==> src/rtl/core/ideip_pkg.sv <==
`timescale 1ns / 1ps

package ideip_pkg;

  typedef enum logic [2:0] {
    OpMem     = 3'd0,
    OpIoRead  = 3'd1,
    OpIoWrite = 3'd2,
    OpAutomap = 3'd3,
    OpSoftRst = 3'd4,
    OpHardRst = 3'd5,
    OpRsvd6   = 3'd6,
    OpRsvd7   = 3'd7
  } ideip_op_e;

  localparam int unsigned CtlConmemBit = 7;
  localparam int unsigned CtlMapramBit = 6;
  localparam logic [7:0]  CtlMapram    = 8'h40;
  localparam logic [7:0]  IdeMask      = 8'he3;
  localparam logic [7:0]  IdeMatch     = 8'ha3;
  localparam logic [7:0]  CtlPortMatch = 8'he3;
  localparam logic [7:0]  MapramLowPg  = 8'd3;

  typedef struct packed {
    logic [7:0] ctl;
    logic       automap;
    logic       paged;
  } ideip_state_t;

  typedef struct packed {
    logic        hit;
    logic        source;
    logic [1:0]  page;
    logic [12:0] offset;
    logic        writable;
    logic        claimed;
    logic        ide;
    logic [2:0]  ide_reg;
    logic        ctl_wr;
  } ideip_dec_t;

  typedef struct packed {
    logic [7:0]  control_value;
    logic [2:0]  taskfile_reg;
    logic        ide_access;
    logic        io_claimed;
    logic        mem_writable;
    logic [12:0] mem_offset;
    logic [1:0]  mem_page;
    logic        mem_source;
    logic        mem_hit;
    logic        paged;
  } ideip_res_t;

endpackage

==> src/rtl/core/ideip_decode.sv <==
`timescale 1ns / 1ps

module ideip_decode #(
  parameter int unsigned RAM_PAGES = 4
) (
  input  logic [2:0]          op_i,
  input  logic [15:0]         addr_i,
  input  logic                wp_i,
  input  ideip_pkg::ideip_state_t state_i,
  output ideip_pkg::ideip_dec_t   dec_o
);
  import ideip_pkg::*;

  localparam logic [7:0] PageMask = 8'(RAM_PAGES - 1);
  localparam logic [7:0] LowPage  = MapramLowPg & PageMask;

  logic [7:0] upper;
  logic       conmem;
  logic       mapram;
  logic       is_io;
  logic       ide_hit;

  assign upper   = state_i.ctl & PageMask;
  assign conmem  = state_i.ctl[CtlConmemBit];
  assign mapram  = state_i.ctl[CtlMapramBit];
  assign is_io   = (op_i == OpIoRead) || (op_i == OpIoWrite);
  assign ide_hit = (addr_i[7:0] & IdeMask) == IdeMatch;

  always_comb begin
    dec_o = '0;
    if (op_i == OpMem && state_i.paged && addr_i[15:14] == 2'b00) begin
      dec_o.hit    = 1'b1;
      dec_o.offset = addr_i[12:0];
      if (!addr_i[13]) begin
        priority if (conmem) begin
          dec_o.source   = 1'b0;
          dec_o.writable = !wp_i;
        end else if (mapram) begin
          dec_o.source = 1'b1;
          dec_o.page   = LowPage[1:0];
        end else begin
          dec_o.source = 1'b0;
        end
      end else begin
        dec_o.source   = 1'b1;
        dec_o.page     = upper[1:0];
        dec_o.writable = (!conmem && mapram) ? (upper != MapramLowPg) : 1'b1;
      end
    end
    if (is_io) begin
      if (ide_hit) begin
        dec_o.claimed = 1'b1;
        dec_o.ide     = 1'b1;
        dec_o.ide_reg = addr_i[4:2];
      end else if (op_i == OpIoWrite && addr_i[7:0] == CtlPortMatch) begin
        dec_o.claimed = 1'b1;
        dec_o.ctl_wr  = 1'b1;
      end
    end
  end

endmodule

==> src/rtl/core/ideip_state.sv <==
`timescale 1ns / 1ps

module ideip_state (
  input  logic                    clk_i,
  input  logic                    rst_ni,
  input  logic                    advance_i,
  input  logic [2:0]              op_i,
  input  logic                    ctl_wr_i,
  input  logic [7:0]              data_i,
  input  logic                    level_i,
  input  logic                    wp_i,
  output ideip_pkg::ideip_state_t state_q_o,
  output ideip_pkg::ideip_state_t state_d_o
);
  import ideip_pkg::*;

  ideip_state_t state_q;
  ideip_state_t state_d;
  logic         recompute;

  always_comb begin
    state_d   = state_q;
    recompute = 1'b0;
    unique case (op_i)
      OpIoRead, OpIoWrite: begin
        if (ctl_wr_i) begin
          state_d.ctl = data_i | (state_q.ctl & CtlMapram);
          recompute   = 1'b1;
        end
      end
      OpAutomap: begin
        state_d.automap = level_i;
        recompute       = 1'b1;
      end
      OpSoftRst: begin
        state_d.ctl     = state_q.ctl & CtlMapram;
        state_d.automap = 1'b0;
        recompute       = 1'b1;
      end
      OpHardRst: begin
        state_d.ctl     = '0;
        state_d.automap = 1'b0;
        recompute       = 1'b1;
      end
      default: begin
      end
    endcase
    if (recompute) begin
      priority if (state_d.ctl[CtlConmemBit]) begin
        state_d.paged = 1'b1;
      end else if (wp_i || state_d.ctl[CtlMapramBit]) begin
        state_d.paged = state_d.automap;
      end else begin
        state_d.paged = 1'b0;
      end
    end
  end

  always_ff @(posedge clk_i or negedge rst_ni) begin
    if (!rst_ni) begin
      state_q <= '0;
    end else if (advance_i) begin
      state_q <= state_d;
    end
  end

  assign state_q_o = state_q;
  assign state_d_o = state_d;

endmodule

==> src/rtl/core/ide_interface_memory_paging_unit.sv <==
`timescale 1ns / 1ps
// An accepted input is held in the input register, then passes to the result register.
// Throughput: one item per cycle unless the output stalls; the paging state updates as an item
// moves to the result register, so back-to-back items see the state left by the one before.
// Reset: asynchronous, active low; clears the control byte, automap and paged flags,
// the write-protect register and both valid flags.
module ide_interface_memory_paging_unit #(
  parameter int unsigned RAM_PAGES = 4
) (
  input  logic        clk_i,
  input  logic        rst_ni,
  input  logic        cfg_we_i,
  input  logic        cfg_wdata_i,
  input  logic        s_axis_tvalid_i,
  output logic        s_axis_tready_o,
  input  logic [31:0] s_axis_tdata_i,  // address[15:0], data[23:16], automap_level[24], zero
  input  logic [2:0]  s_axis_tuser_i,  // operation[2:0]
  output logic        m_axis_tvalid_o,
  input  logic        m_axis_tready_i,
  // paged[0], mem_hit[1], mem_source[2], mem_page[4:3], mem_offset[17:5],
  // mem_writable[18], io_claimed[19], ide_access[20], taskfile_reg[23:21],
  // control_value[31:24]
  output logic [31:0] m_axis_tdata_o
);
  import ideip_pkg::*;

  logic         wp_q;
  logic         in_valid_q;
  logic [2:0]   op_q;
  logic [15:0]  addr_q;
  logic [7:0]   data_q;
  logic         level_q;
  logic         out_valid_q;
  ideip_res_t   res_q;
  ideip_res_t   res_d;
  logic         advance;
  logic         s_take;
  ideip_dec_t   dec;
  ideip_state_t state_q;
  ideip_state_t state_d;

  assign advance         = in_valid_q && (!out_valid_q || m_axis_tready_i);
  assign s_axis_tready_o = !in_valid_q || advance;
  assign s_take          = s_axis_tvalid_i && s_axis_tready_o;

  always_ff @(posedge clk_i or negedge rst_ni) begin
    if (!rst_ni) begin
      wp_q <= 1'b0;
    end else if (cfg_we_i) begin
      wp_q <= cfg_wdata_i;
    end
  end

  always_ff @(posedge clk_i or negedge rst_ni) begin
    if (!rst_ni) begin
      in_valid_q <= 1'b0;
    end else if (s_axis_tready_o) begin
      in_valid_q <= s_axis_tvalid_i;
    end
  end

  always_ff @(posedge clk_i) begin
    if (s_take) begin
      op_q    <= s_axis_tuser_i;
      addr_q  <= s_axis_tdata_i[15:0];
      data_q  <= s_axis_tdata_i[23:16];
      level_q <= s_axis_tdata_i[24];
    end
  end

  ideip_decode #(
    .RAM_PAGES(RAM_PAGES)
  ) u_decode (
    .op_i   (op_q),
    .addr_i (addr_q),
    .wp_i   (wp_q),
    .state_i(state_q),
    .dec_o  (dec)
  );

  ideip_state u_state (
    .clk_i    (clk_i),
    .rst_ni   (rst_ni),
    .advance_i(advance),
    .op_i     (op_q),
    .ctl_wr_i (dec.ctl_wr),
    .data_i   (data_q),
    .level_i  (level_q),
    .wp_i     (wp_q),
    .state_q_o(state_q),
    .state_d_o(state_d)
  );

  always_comb begin
    res_d.paged         = state_d.paged;
    res_d.mem_hit       = dec.hit;
    res_d.mem_source    = dec.source;
    res_d.mem_page      = dec.page;
    res_d.mem_offset    = dec.offset;
    res_d.mem_writable  = dec.writable;
    res_d.io_claimed    = dec.claimed;
    res_d.ide_access    = dec.ide;
    res_d.taskfile_reg  = dec.ide_reg;
    res_d.control_value = state_d.ctl;
  end

  always_ff @(posedge clk_i or negedge rst_ni) begin
    if (!rst_ni) begin
      out_valid_q <= 1'b0;
    end else if (advance) begin
      out_valid_q <= 1'b1;
    end else if (m_axis_tready_i) begin
      out_valid_q <= 1'b0;
    end
  end

  always_ff @(posedge clk_i) begin
    if (advance) begin
      res_q <= res_d;
    end
  end

  assign m_axis_tvalid_o = out_valid_q;
  assign m_axis_tdata_o  = res_q;

  a_mapram_sticky: assert property (@(posedge clk_i) disable iff (!rst_ni)
    (advance && state_q.ctl[CtlMapramBit] && op_q != OpHardRst) |=>
      state_q.ctl[CtlMapramBit])
    else $error("map-RAM bit cleared without hard reset");

  a_conmem_paged: assert property (@(posedge clk_i) disable iff (!rst_ni)
    state_q.ctl[CtlConmemBit] |-> state_q.paged)
    else $error("memory-conflict mode without paged flag");

  a_hit_exclusive: assert property (@(posedge clk_i) disable iff (!rst_ni)
    (out_valid_q && res_q.mem_hit) |-> (res_q.paged && !res_q.io_claimed))
    else $error("memory hit with io claim or while unpaged");

  a_state_hold: assert property (@(posedge clk_i) disable iff (!rst_ni)
    !advance |=> $stable(state_q))
    else $error("paging state changed without an item");

endmodule
==> config.mk <==
export PLATFORM = sky130hd
export DESIGN_NAME = ide_interface_memory_paging_unit
export DESIGN_NICKNAME = d
export VERILOG_FILES = /design/src/rtl/core/ideip_pkg.sv /design/src/rtl/core/ideip_decode.sv /design/src/rtl/core/ideip_state.sv /design/src/rtl/core/ide_interface_memory_paging_unit.sv
export SDC_FILE = /design/constraint.sdc
export NUM_CORES = 1
export LEC_CHECK = 0
export BUFFER_PORTS_ARGS = -buffer_cell sky130_fd_sc_hd__buf_4
export CORE_MARGIN = 4
export CORE_UTILIZATION = 45
export CTS_CLUSTER_DIAMETER = 40
export CTS_CLUSTER_SIZE = 24
export DETAILED_ROUTE_END_ITERATION = 6
export HOLD_SLACK_MARGIN = 0.02
export MAX_ROUTING_LAYER = met4
export PLACE_DENSITY = 0.74
export SLEW_MARGIN = 10
export SYNTH_ARGS = -nofsm -noshare
export SYNTH_HDL_FRONTEND = slang
export SYNTH_SLANG_ARGS = --single-unit
==> constraint.sdc <==
create_clock -name clk_i -period 3 [get_ports clk_i]
set_input_delay 0.3 -clock clk_i [delete_from_list [all_inputs] [get_ports clk_i]]
set_output_delay 0.3 -clock clk_i [all_outputs]
set_load 0.02 [all_outputs]
==> impl_results.md <==
* Hold Violations, Final at 0
* Fin. max-slew vios at 0
* Min-delay src: s_axis_tdata_i[7]
* GR peak layer: met2
* VDD IR max at approximately 0.30 mV
* HP Class: in2reg
* Final GP Congestion at 0.812
* WL final at around 5.0 mm
* M3 GR Usage at 0.0293
* Synthesized area per cell at about 16 um^2
* Worst Setup End Kind: flop
* Leading area contributor after synthesis: edfxtp_1
* Leading cell type in the layout, fill and taps excluded: buf_4
* Finished Cell Area at 0.00364 mm^2
* Clk sink count at between 70 and 80
* Yosys top cell area share at 0.642
* Remaining DRCs at 0
* HPWL Detailed at about 3.6 mm
* Setup TNS at 0 ps
* Critical path cell sequence: or4b_4 > nor3_4 > o21ai_1 > a22o_2
* Fraction of registers with async set or reset after synthesis at 0.178
* Core area at 0.00599 mm^2
* Worst clock skew at roughly 5.7 ps
* DR vias/cell at 5.03
* Placed instance area at 0.00340 mm^2
* Met1 Track Usage GR at 0.162
* Die area at ~0.0076 mm^2
* Synth Register Bits at 73
* Slew HR at 0.479
* # placed instances at between 300 and 400
* Register area share after synthesis at 0.758
* Hold Path Sink: addr_q[7]
* DRT iter0 DRCs at between 70 and 80
* Worst R2R Start: op_q[0]
* Syn nets at around 220
* Max-cap violations at 0
* Worst R2R End: u_state.state_q_o[3]
* Most frequent cells in the layout: buf_4, edfxtp_1, and2_1
* Fin cells at between 300 and 400
* Largest fanout on the critical path at 17
* Tightest Pin Transition at 775 ps
* Cell count after synthesis at 178
* Final setup viols at 0
* PnR worst setup slack at around 750 ps
* GR Overflow Total at 0
* Worst Path Required at about 3200 ps
* Global Route Usage Sum at 0.141
* Vias at about 1,700
* Crit path largest cell delay at slightly above 600 ps
* CTS buffer count at 9
* Synth cell types at 38
* R2R setup slack at between 700 and 800 ps
* Critical Path AT at between 2000 and 2500 ps
* CP Launch Type: flop
* Overall power at around 2.3 mW
* ANT cells at 0
* H-tree depth at 3
* Mapped cell area at roughly 0.0028 mm^2
* Largest net degree at the start of global routing at 32
* Fin util at 0.608
* Num rows at 28
* RSZ-0062 raised after global routing: no
* YS warnings at 0
* Worst-case clock buffer depth at 2
* Pwr/cell area at roughly 630 mW/mm^2
* Final Critical Period at approximately 2200 ps
* Clk slew on worst S/H paths at approximately 70 ps
* Max frequency at between 400 and 500 MHz
* Number of global-route vias before repair at approximately 1,600
* Ys flop type: edfxtp_1
* Initial Util at 0.469
* CP max stage cell: or4b_4
* Met2 usage at 0.223
* Initial antenna violation count at 0
* Status: complete, no violations
* Share of cells above drive strength 1 at 0.387
* WHS Path Cells at 1
* Post-CTS Resized at 0
* Avg WL per Cell at 15.0 um
* Setup WS pre-CTS at 728 ps
* Layout Nets at just under 300
* Port buffer count at 67
* Area grow syn2layout at 29.8%
* Later-pin clock latency in the skew report at roughly 340 ps
* CTS root buf: clkbuf_8
* Number of synthesized flops with an enable pin at 60
* Final period util at 0.750
* First-pass GRT wire length at about 7.6 mm
* Hold Slack at ~130 ps
* Pre-Repair DR Iteration Count at 4
* Top cells by area, synth: edfxtp_1, dfrtp_1, and2_1, a22o_2, nand2_1
* WS Path Type: reg2reg
* R2r worst-path depth at 4
* Post-route ant nets at 0
* TritonCTS clock tree: done
* Ports at 75
* Lkg Pwr at 1.51 nW
* Die height at roughly 87 um
* Die Wd at between 80 and 90 um
## worst max-delay path: cells and delay by family (launching register included)
family	cells	cell delay (ps)
flip-flops	1	500
AND/OR/NAND/NOR	2	1080
AO/OA/AOI/OAI	2	560
## area by class of cell
class                      instances  area, um^2
clock buffer                      10         128
timing repair buffer              71         536
fill                             489        2350
clock inverter                     6         106
inverter                           8        30.0
sequential                        73        2130
multi-input combinational         93         624
tap                               75        93.8
## layer usage
layer | vias to the layer above | part of all wire
met5 | - | 0
met4 | 0 | 0.032
met3 | 13 | 0.064
met2 | 65 | 0.51
met1 | 793 | 0.40
li1 | 818 | -
## cell usage after synthesis, drive strengths merged, types with 2 or more instances
| library cell | n |
|---|---|
| dfrtp | 13 |
| edfxtp | 60 |
| a22o | 7 |
| inv | 8 |
| mux2 | 2 |
| nand3b | 2 |
| o31ai | 2 |
| nor2b | 3 |
| nand3 | 3 |
| nor2 | 2 |
| or3 | 2 |
| nor3 | 2 |
| a21oi | 5 |
| nand2 | 15 |
| o21ai | 8 |
| buf | 4 |
| and2 | 17 |
| or2 | 2 |
| nor4 | 3 |
| nand2b | 5 |
## flip-flops by register name, indices dropped and copies added (netlist names)
signal,flops
addr_q,16
u_state.state_q_o,10
op_q,3
level_q,1
wp_q,1
m_axis_tdata_o,32
in_valid_q,1
data_q,8
m_axis_tvalid_o,1
## where the power goes
part / internal [mW] / total (mW) / leakage [nW] / switching [mW]
Combinational: 0.0871 / 0.200 / 0.639 / 0.113
Sequential: 1.17 / 1.20 / 0.760 / 0.0282
Clock: 0.548 / 0.890 / 0.116 / 0.342
Total: 1.81 / 2.29 / 1.51 / 0.483
## how the worst max path moves through the flow
stage	start	to	slack, ps
after detailed placement	op_q[0]	u_state.state_q_o[3]	730
after global routing	op_q[0]	u_state.state_q_o[3]	590
after floorplan	m_axis_tvalid_o	u_state.state_q_o[2]	800
final	op_q[0]	u_state.state_q_o[3]	750
after global placement	op_q[0]	u_state.state_q_o[4]	780
after CTS	op_q[0]	u_state.state_q_o[3]	720
## timing repair
action	CTS	global route
hold endpoints to repair	13	0
hold buffers	1	0
buffers inserted	0	0
## logic make-up (layout without fill, tap and decap cells)
| family | after synthesis | after routing | synth area share |
|---|---|---|---|
| AO/OA/AOI/OAI | 29 | 29 | 0.0744 |
| multiplexers | 2 | 2 | 0.00802 |
| flip-flops | 73 | 73 | 0.758 |
| buffers and inverters | 12 | 95 | 0.0201 |
| AND/OR/NAND/NOR | 61 | 61 | 0.137 |
| XOR/XNOR | 1 | 1 | 0.00312 |
Note: power is estimated with default switching activity, not from simulation.
